<file path="src/hdl/pressure_sensor_compensation_unit_assert.svh">
// assertion macros used by the compensation datapath module
`ifndef PRESSURE_SENSOR_COMPENSATION_UNIT_ASSERT_SVH
`define PRESSURE_SENSOR_COMPENSATION_UNIT_ASSERT_SVH

// condition that must hold at every edge out of reset
`define PSC_ASSERT_ALWAYS(label, clk, rstn, expr, msg) \
  label: assert property (@(posedge clk) disable iff (!(rstn)) (expr)) else $error(msg);

// same-cycle implication
`define PSC_ASSERT_IMPL(label, clk, rstn, ante, cons, msg) \
  label: assert property (@(posedge clk) disable iff (!(rstn)) (ante) |-> (cons)) \
    else $error(msg);

// next-cycle implication
`define PSC_ASSERT_NEXT(label, clk, rstn, ante, cons, msg) \
  label: assert property (@(posedge clk) disable iff (!(rstn)) (ante) |=> (cons)) \
    else $error(msg);

`endif

</file>
<file path="src/hdl/psc_pkg.sv">
// types and constants of the pressure sensor compensation unit
package psc_pkg;

  localparam int unsigned CalWidth   = 16;
  localparam int unsigned RawWidth   = 24;
  localparam int unsigned TempWidth  = 15;
  localparam int unsigned PresWidth  = 19;
  localparam int unsigned AddrWidth  = 5;
  localparam int unsigned DataWidth  = 32;
  localparam int unsigned NumStages  = 8;

  localparam int TempKnee = 2000;
  localparam int TempLow  = -4000;
  localparam int TempHigh = 8500;
  localparam int PresHigh = 300000;

  typedef enum logic [2:0] {
    REG_PRESSURE_SENSITIVITY    = 3'd0,
    REG_PRESSURE_OFFSET         = 3'd1,
    REG_TEMP_COEFF_SENS         = 3'd2,
    REG_TEMP_COEFF_OFFSET       = 3'd3,
    REG_REFERENCE_TEMPERATURE   = 3'd4,
    REG_TEMPERATURE_SENSITIVITY = 3'd5
  } reg_idx_e;

  typedef struct packed {
    logic [CalWidth-1:0] pressure_sensitivity;
    logic [CalWidth-1:0] pressure_offset;
    logic [CalWidth-1:0] temp_coeff_sens;
    logic [CalWidth-1:0] temp_coeff_offset;
    logic [CalWidth-1:0] reference_temperature;
    logic [CalWidth-1:0] temperature_sensitivity;
  } cal_t;

  typedef struct packed {
    logic [RawWidth-1:0] raw_pressure;
    logic [RawWidth-1:0] raw_temperature;
  } in_item_t;

  typedef struct packed {
    logic signed [TempWidth-1:0] temperature_centi;
    logic [PresWidth-1:0]        pressure_centi_mbar;
    logic                        out_of_range;
  } out_item_t;

endpackage

</file>
<file path="src/hdl/psc_cfg_regs.sv">
// calibration word register file behind the apb port
module psc_cfg_regs (
  input  logic                           clk_i,
  input  logic                           rst_ni,
  input  logic                           psel,
  input  logic                           penable,
  input  logic                           pwrite,
  input  logic [psc_pkg::AddrWidth-1:0]  paddr,
  input  logic [psc_pkg::DataWidth-1:0]  pwdata,
  output logic [psc_pkg::DataWidth-1:0]  prdata,
  output logic                           pready,
  output psc_pkg::cal_t                  cal_o
);

  psc_pkg::cal_t     cal_q, cal_d;
  psc_pkg::reg_idx_e idx;
  logic              wr_en;
  logic [psc_pkg::CalWidth-1:0] rd_val;

  assign idx    = psc_pkg::reg_idx_e'(paddr[psc_pkg::AddrWidth-1:2]);
  assign wr_en  = psel && penable && pwrite;
  assign pready = 1'b1;

  always_comb begin
    cal_d = cal_q;
    if (wr_en) begin
      case (idx)
        psc_pkg::REG_PRESSURE_SENSITIVITY:
          cal_d.pressure_sensitivity = pwdata[psc_pkg::CalWidth-1:0];
        psc_pkg::REG_PRESSURE_OFFSET:
          cal_d.pressure_offset = pwdata[psc_pkg::CalWidth-1:0];
        psc_pkg::REG_TEMP_COEFF_SENS:
          cal_d.temp_coeff_sens = pwdata[psc_pkg::CalWidth-1:0];
        psc_pkg::REG_TEMP_COEFF_OFFSET:
          cal_d.temp_coeff_offset = pwdata[psc_pkg::CalWidth-1:0];
        psc_pkg::REG_REFERENCE_TEMPERATURE:
          cal_d.reference_temperature = pwdata[psc_pkg::CalWidth-1:0];
        psc_pkg::REG_TEMPERATURE_SENSITIVITY:
          cal_d.temperature_sensitivity = pwdata[psc_pkg::CalWidth-1:0];
        default: ;
      endcase
    end
  end

  always_comb begin
    case (idx)
      psc_pkg::REG_PRESSURE_SENSITIVITY:    rd_val = cal_q.pressure_sensitivity;
      psc_pkg::REG_PRESSURE_OFFSET:         rd_val = cal_q.pressure_offset;
      psc_pkg::REG_TEMP_COEFF_SENS:         rd_val = cal_q.temp_coeff_sens;
      psc_pkg::REG_TEMP_COEFF_OFFSET:       rd_val = cal_q.temp_coeff_offset;
      psc_pkg::REG_REFERENCE_TEMPERATURE:   rd_val = cal_q.reference_temperature;
      psc_pkg::REG_TEMPERATURE_SENSITIVITY: rd_val = cal_q.temperature_sensitivity;
      default:                              rd_val = '0;
    endcase
  end

  assign prdata = {{(psc_pkg::DataWidth-psc_pkg::CalWidth){1'b0}}, rd_val};

  always_ff @(posedge clk_i or negedge rst_ni) begin
    if (!rst_ni) begin
      cal_q <= '0;
    end else begin
      cal_q <= cal_d;
    end
  end

  assign cal_o = cal_q;

endmodule

</file>
<file path="config.mk">
export PLATFORM = sky130hd
export DESIGN_NAME = psc_cfg_regs
export DESIGN_NICKNAME = d
export VERILOG_FILES = /design/src/hdl/pressure_sensor_compensation_unit_assert.svh /design/src/hdl/psc_pkg.sv /design/src/hdl/psc_cfg_regs.sv
export SDC_FILE = /design/constraint.sdc
export NUM_CORES = 1
export LEC_CHECK = 0
export BUFFER_PORTS_ARGS = -buffer_cell sky130_fd_sc_hd__clkbuf_2
export CORE_UTILIZATION = 25
export CTS_BUF_LIST = sky130_fd_sc_hd__clkbuf_4
export DETAILED_ROUTE_END_ITERATION = 10
export SLEW_MARGIN = 20
export SYNTH_ARGS = -nofsm -noshare
export SYNTH_HDL_FRONTEND = slang
export SYNTH_SLANG_ARGS = --single-unit
</file>
<file path="constraint.sdc">
create_clock -name clk_i -period 1.7 [get_ports clk_i]
set_clock_uncertainty 0.15 [all_clocks]
set_input_delay 0.255 -clock clk_i [delete_from_list [all_inputs] [get_ports clk_i]]
set_output_delay 0.255 -clock clk_i [all_outputs]
set_load 0.05 [all_outputs]
</file>
==> flow_summary.ini, run 1 <==
[run]
drv_cap = 0

[clock_tree]
cts-root-buf = clkbuf_4
cts_buffers = 9
clock_sinks = 96
clockBufferDepth = 2
clk_pin_slew_ps = 150
insertion_delay_ps = 450
cts_tree = yes
htree_num_levels = 3

[cells_and_area]
mostFrequentLayoutCells = mux2_2 (94), clkbuf_2 (87), dfrtp_1 (81)
final_util = 0.393
fillers = 1743
fin_nets = 602
n_antenna_cell = 0
syn_to_final_growth_pct = 53.8
fin_area_um2 = 7080
largest_register_ffs = 96
final_common_cell = mux2_2
drive_gt1_frac = 0.674
final_cells = 794

[place]
dp.cells = 735
port-buffer-count = 135
dp_hpwl_mm = 10.2
placed_cell_area_um2 = 6230
finalWeightedCongestion = 0.810

[die]
fp-row-count = 49
io_pins = 171
die_height_um = 138
start_util = 0.255
core_um2 = 18000
die_area_um2 = 19000
die_width_um = 138

[detailed_routing]
wirelength_mm = 14.4
via_per_inst = 4.58
wire_per_inst_um = 18.1
antenna_left = 0
drc = 0
dr.pass1.iters = 4
drt_iter0_drc = 89
vias = 3640

[synthesis]
syn_area_per_cell_um2 = 13.7
synth_area_um2 = 4600
syn_inst = 335
ys_warn_count = 0
synth_seq_area_share = 0.522
yosysUniqueCellTypes = 30
synth_seq_cells = 96

[global_route]
grt.met3_usage = 0.0379
grt_max_degree = 34
met2_usage = 0.258
grt_pass1_wl_mm = 22.0
grt_pass1_vias = 3695
grtUsageTotal = 0.159
use_met1 = 0.206
antenna_found_initial = 0
overflow = 0
grt.busiest_layer = met2

[timing]
finalCritPeriodShare = 1.29
setup_slack_ps = -496
rsz0062_at_grt = true
setup_viol = 16
max_freq_mhz = 455
hold_viol_final = 0
final.setup.tns_ps = -5100
drv_slew = 0
min_period_ps = 2200

[critical_path]
critPathLaunch = cal_o[88]
r2r-end = cal_o[77]
required_ps = 1290
path_class = flip-flop to output pin
timing.rr.start = cal_o[77]
cp_max_fo = 2
cp_data_arrival_time_ps = 1790
worst-r2r-setup-slack_ps = 520
startpoint_type = flip-flop
ff2ff_path_depth = 3
critPathCapture = prdata[8]
end_kind = output pin

[outcome]
run_status = finished, violations left
violations = negative setup slack

[power_and_ir_drop]
p_leak_nw = 3.39
powerDensity_nw_per_um2 = 1220
peakVddDrop_v = 0.000615

[hold_path]
hold_path_class = primary input to asynchronous set/reset pin
-- worst min path at each step --
| stage | startpoint | end | slack [ps] |
|---|---|---|---|
| 2_1_floorplan | rst_ni | cal_o[0] | -190 |
| 3_3_place_gp | rst_ni | cal_o[44] | 40 |
| 3_5_place_dp | rst_ni | cal_o[44] | 50 |
| 4_1_cts | rst_ni | cal_o[12] | 60 |
| 5_1_grt | rst_ni | cal_o[92] | 100 |
| 6_report | rst_ni | cal_o[76] | 120 |
-- per-layer routing --
metal,share of wire,up-vias,wire length (um)
li1,-,1650,-
met1,0.44,1848,6380
met2,0.49,126,7110
met3,0.050,16,717
met4,0.014,0,198
met5,0,-,0
-- timing repair --
| item | CTS | global route |
|---|---|---|
| hold buffers | 17 | 0 |
| gates resized for setup | 62 | 53 |
| pin swaps | 2 | 3 |
| hold endpoints to repair | 192 | 0 |
| setup buffers | 24 | 5 |
| endpoints found under the setup margin | 28 | 31 |
| gates cloned | 0 | 0 |
-- synthesized netlist by cell type (all sizes together) --
cell type | n | area share
nor2 | 10 | 0.014
mux2 | 108 | 0.26
mux2i | 26 | 0.057
nand2b | 2 | 0.0027
nand3 | 2 | 0.0022
a221oi | 6 | 0.011
a211oi | 2 | 0.0033
inv | 1 | 0.00081
a21oi | 2 | 0.0022
clkbuf | 5 | 0.0043
nand4 | 1 | 0.0027
o21ai | 2 | 0.0022
a311o | 2 | 0.0043
nor3 | 2 | 0.0071
a31oi | 6 | 0.0082
or3 | 6 | 0.0082
nor2b | 1 | 0.0014
o221ai | 6 | 0.011
buf | 32 | 0.051
dfrtp | 96 | 0.52
conb | 2 | 0.0016
a221o | 2 | 0.0043
nand4b | 1 | 0.0052
nand2 | 12 | 0.0098
-- final cells by class --
type / count / area [um2] / share of cell area
Clock inverter: 7 / 86.3 / 0.0122
Multi-Input combinational cell: 216 / 2290 / 0.324
Clock buffer: 9 / 67.6 / 0.00954
Sequential cell: 96 / 2420 / 0.342
Tap cell: 229 / 287 / 0.0405
Inverter: 1 / 3.75 / 0.000530
Timing Repair Buffer: 236 / 1920 / 0.271
-- critical path, cell delays in order (launching register included) --
cell and delay [ps]:
dfrtp_2 430, mux2_4 280, a221oi_2 270, buf_4 160, a31oi_4 30, buf_8 160
-- through the flow --
step | hold WS, ps | power [mW] | worst slack, ps
floorplan | -191 | 5.82 | -16.7
global placement | 41.8 | 6.78 | -262
detailed placement | 50.0 | 6.85 | -283
CTS | 62.1 | 8.62 | -519
global route | 98.1 | 9.06 | -604
finish | 118 | 8.65 | -496
-- report_power, final --
part | leakage [nW] | internal (mW) | switching (mW)
Clock | 0.0847 | 0.586 | 0.766
Combinational | 2.10 | 1.47 | 2.76
Sequential | 1.21 | 2.74 | 0.329
-- cell families after synthesis --
| logic type | after synthesis | synth area share |
|---|---|---|
| flip-flops | 96 | 0.522 |
| buffers and inverters | 38 | 0.0557 |
| AO/OA/AOI/OAI | 28 | 0.0473 |
| AND/OR/NAND/NOR | 37 | 0.0527 |
| other | 2 | 0.00163 |
| multiplexers | 134 | 0.321 |
No activity file was read; power rests on OpenSTA's default activity.
==> run 2: changes to the inputs <==
RECOVER_POWER = 25   (was default)
==> flow_summary.ini, run 2 (synthesized netlist as in run 1, its figures left out) <==
[die]
fp-row-count = 49
die_area_um2 = 19000
io_pins = 171
die_width_um = 138
core_um2 = 18000
start_util = 0.255
die_height_um = 138

[critical_path]
crit_chain = mux2_4 > a221oi_2 > buf_4 > a31oi_4 > buf_8
cp_slowest_cell = dfrtp_2
timing.critical_path.buf_inv = 2
timing.rr.start = cal_o[77]
r2r-end = cal_o[77]
cp_max_fo = 2
end_kind = output pin
cp_data_arrival_time_ps = 1790
path_class = flip-flop to output pin
worst-r2r-setup-slack_ps = 520
path_delay_family = flip-flops
worst_path_largest_cell_delay_ps = 430
required_ps = 1290
startpoint_type = flip-flop
ff2ff_path_depth = 3

[power_and_ir_drop]
switching_share = 0.446
seq_power_share = 0.355
combPwrFrac = 0.489
powerDensity_nw_per_um2 = 1220
peakVddDrop_v = 0.000614
p_leak_nw = 3.37
power_switching_mw = 3.85
p_clk_frac = 0.156
p_int_mw = 4.79

[timing]
setup_slack_ps = -494
hold_viol_final = 0
worstMarginPinSlew_ps = 644
max_freq_mhz = 456
drv_slew = 0
setup_viol = 16
whs_ps = 214
finalCritPeriodShare = 1.29
min_period_ps = 2190
final.setup.tns_ps = -5090
rsz0062_at_grt = true
slew_headroom = 0.571

[global_route]
overflow = 0
grt_max_degree = 34
grt_pass1_wl_mm = 22.0
antenna_found_initial = 0
grt_pass1_vias = 3695
grtUsageTotal = 0.159

[detailed_routing]
wirelength_mm = 14.4
drt_iter0_drc = 101
vias = 3642
dr.pass1.iters = 4
drc = 0
via_per_inst = 4.59
wire_per_inst_um = 18.1
antenna_left = 0

[clock_tree]
cts-root-buf = clkbuf_4
clk_pin_slew_ps = 150
cts_buffers = 9
cts_tree = yes
htree_num_levels = 3
clock_sinks = 96
insertion_delay_ps = 450
clockBufferDepth = 2

[cells_and_area]
final_cells = 794
final_common_cell = mux2_2
fin_nets = 602
mostFrequentLayoutCells = mux2_2 (94), clkbuf_2 (88), dfrtp_1 (81)
n_antenna_cell = 0
drive_gt1_frac = 0.673
syn_to_final_growth_pct = 53.1
largest_register_ffs = 96

[place]
finalWeightedCongestion = 0.810
dp_hpwl_mm = 10.2
port-buffer-count = 135
dp.cells = 735

[run]
drv_cap = 0

[outcome]
run_status = finished, violations left
violations = negative setup slack

[hold_path]
hold_path_class = primary input to asynchronous set/reset pin
-- run 2: changes by cell type in the layout (fill, tap and decap cells not counted), sizes merged --
cell / change
buf: -4
clkbuf: +4
-- run 2: how the worst max path moves through the flow --
stage	cells past startpoint	slack (ps)	startpoint	to
floorplan	3	-20	cal_o[58]	prdata[10]
global placement	7	-260	paddr[3]	prdata[5]
detailed placement	7	-280	paddr[3]	prdata[8]
CTS	4	-520	cal_o[59]	prdata[11]
global route	5	-600	cal_o[90]	prdata[10]
finish	5	-490	cal_o[88]	prdata[8]
-- run 2: through the flow --
step | power, mW | worst slack [ps] | instance area (um2) | utilization
finish | 8.63 | -494 | 7050 | 0.391
detailed placement | 6.85 | -283 | 6230 | 0.346
global route | 9.04 | -604 | 7050 | 0.391
global placement | 6.78 | -262 | 6230 | 0.346
CTS | 8.62 | -519 | 6980 | 0.387
floorplan | 5.82 | -16.7 | 4960 | -
-- run 2: final cells by class --
class	count	area, um2
timing repair buffer	236	1890
tap	229	287
clock inverter	7	86.3
fill	1749	11000
sequential	96	2420
clock buffer	9	67.6
inverter	1	3.75
multi-input combinational	216	2290
-- run 2: power by group through the flow --
stage	Clock, mW	Combinational (mW)	Sequential [mW]
after CTS	1.44	4.12	3.06
after detailed placement	0	3.71	3.14
after floorplan	0	1.16	4.66
after global placement	0	3.66	3.12
final	1.35	4.22	3.07
after global routing	1.50	4.42	3.13
-- run 2: layer usage --
layer  routed length, um  GRT usage
met5                   0          0
met4                 205     0.0513
met3                 779     0.0379
met2                7130      0.258
met1                6270      0.206
-- run 2: what timing repair did --
action | CTS | global route
setup endpoints to repair | 28 | 31
hold buffers | 17 | 0
gates resized for setup | 62 | 53
pin swaps | 2 | 3
endpoints found under the hold margin | 192 | 0
setup buffers | 24 | 5
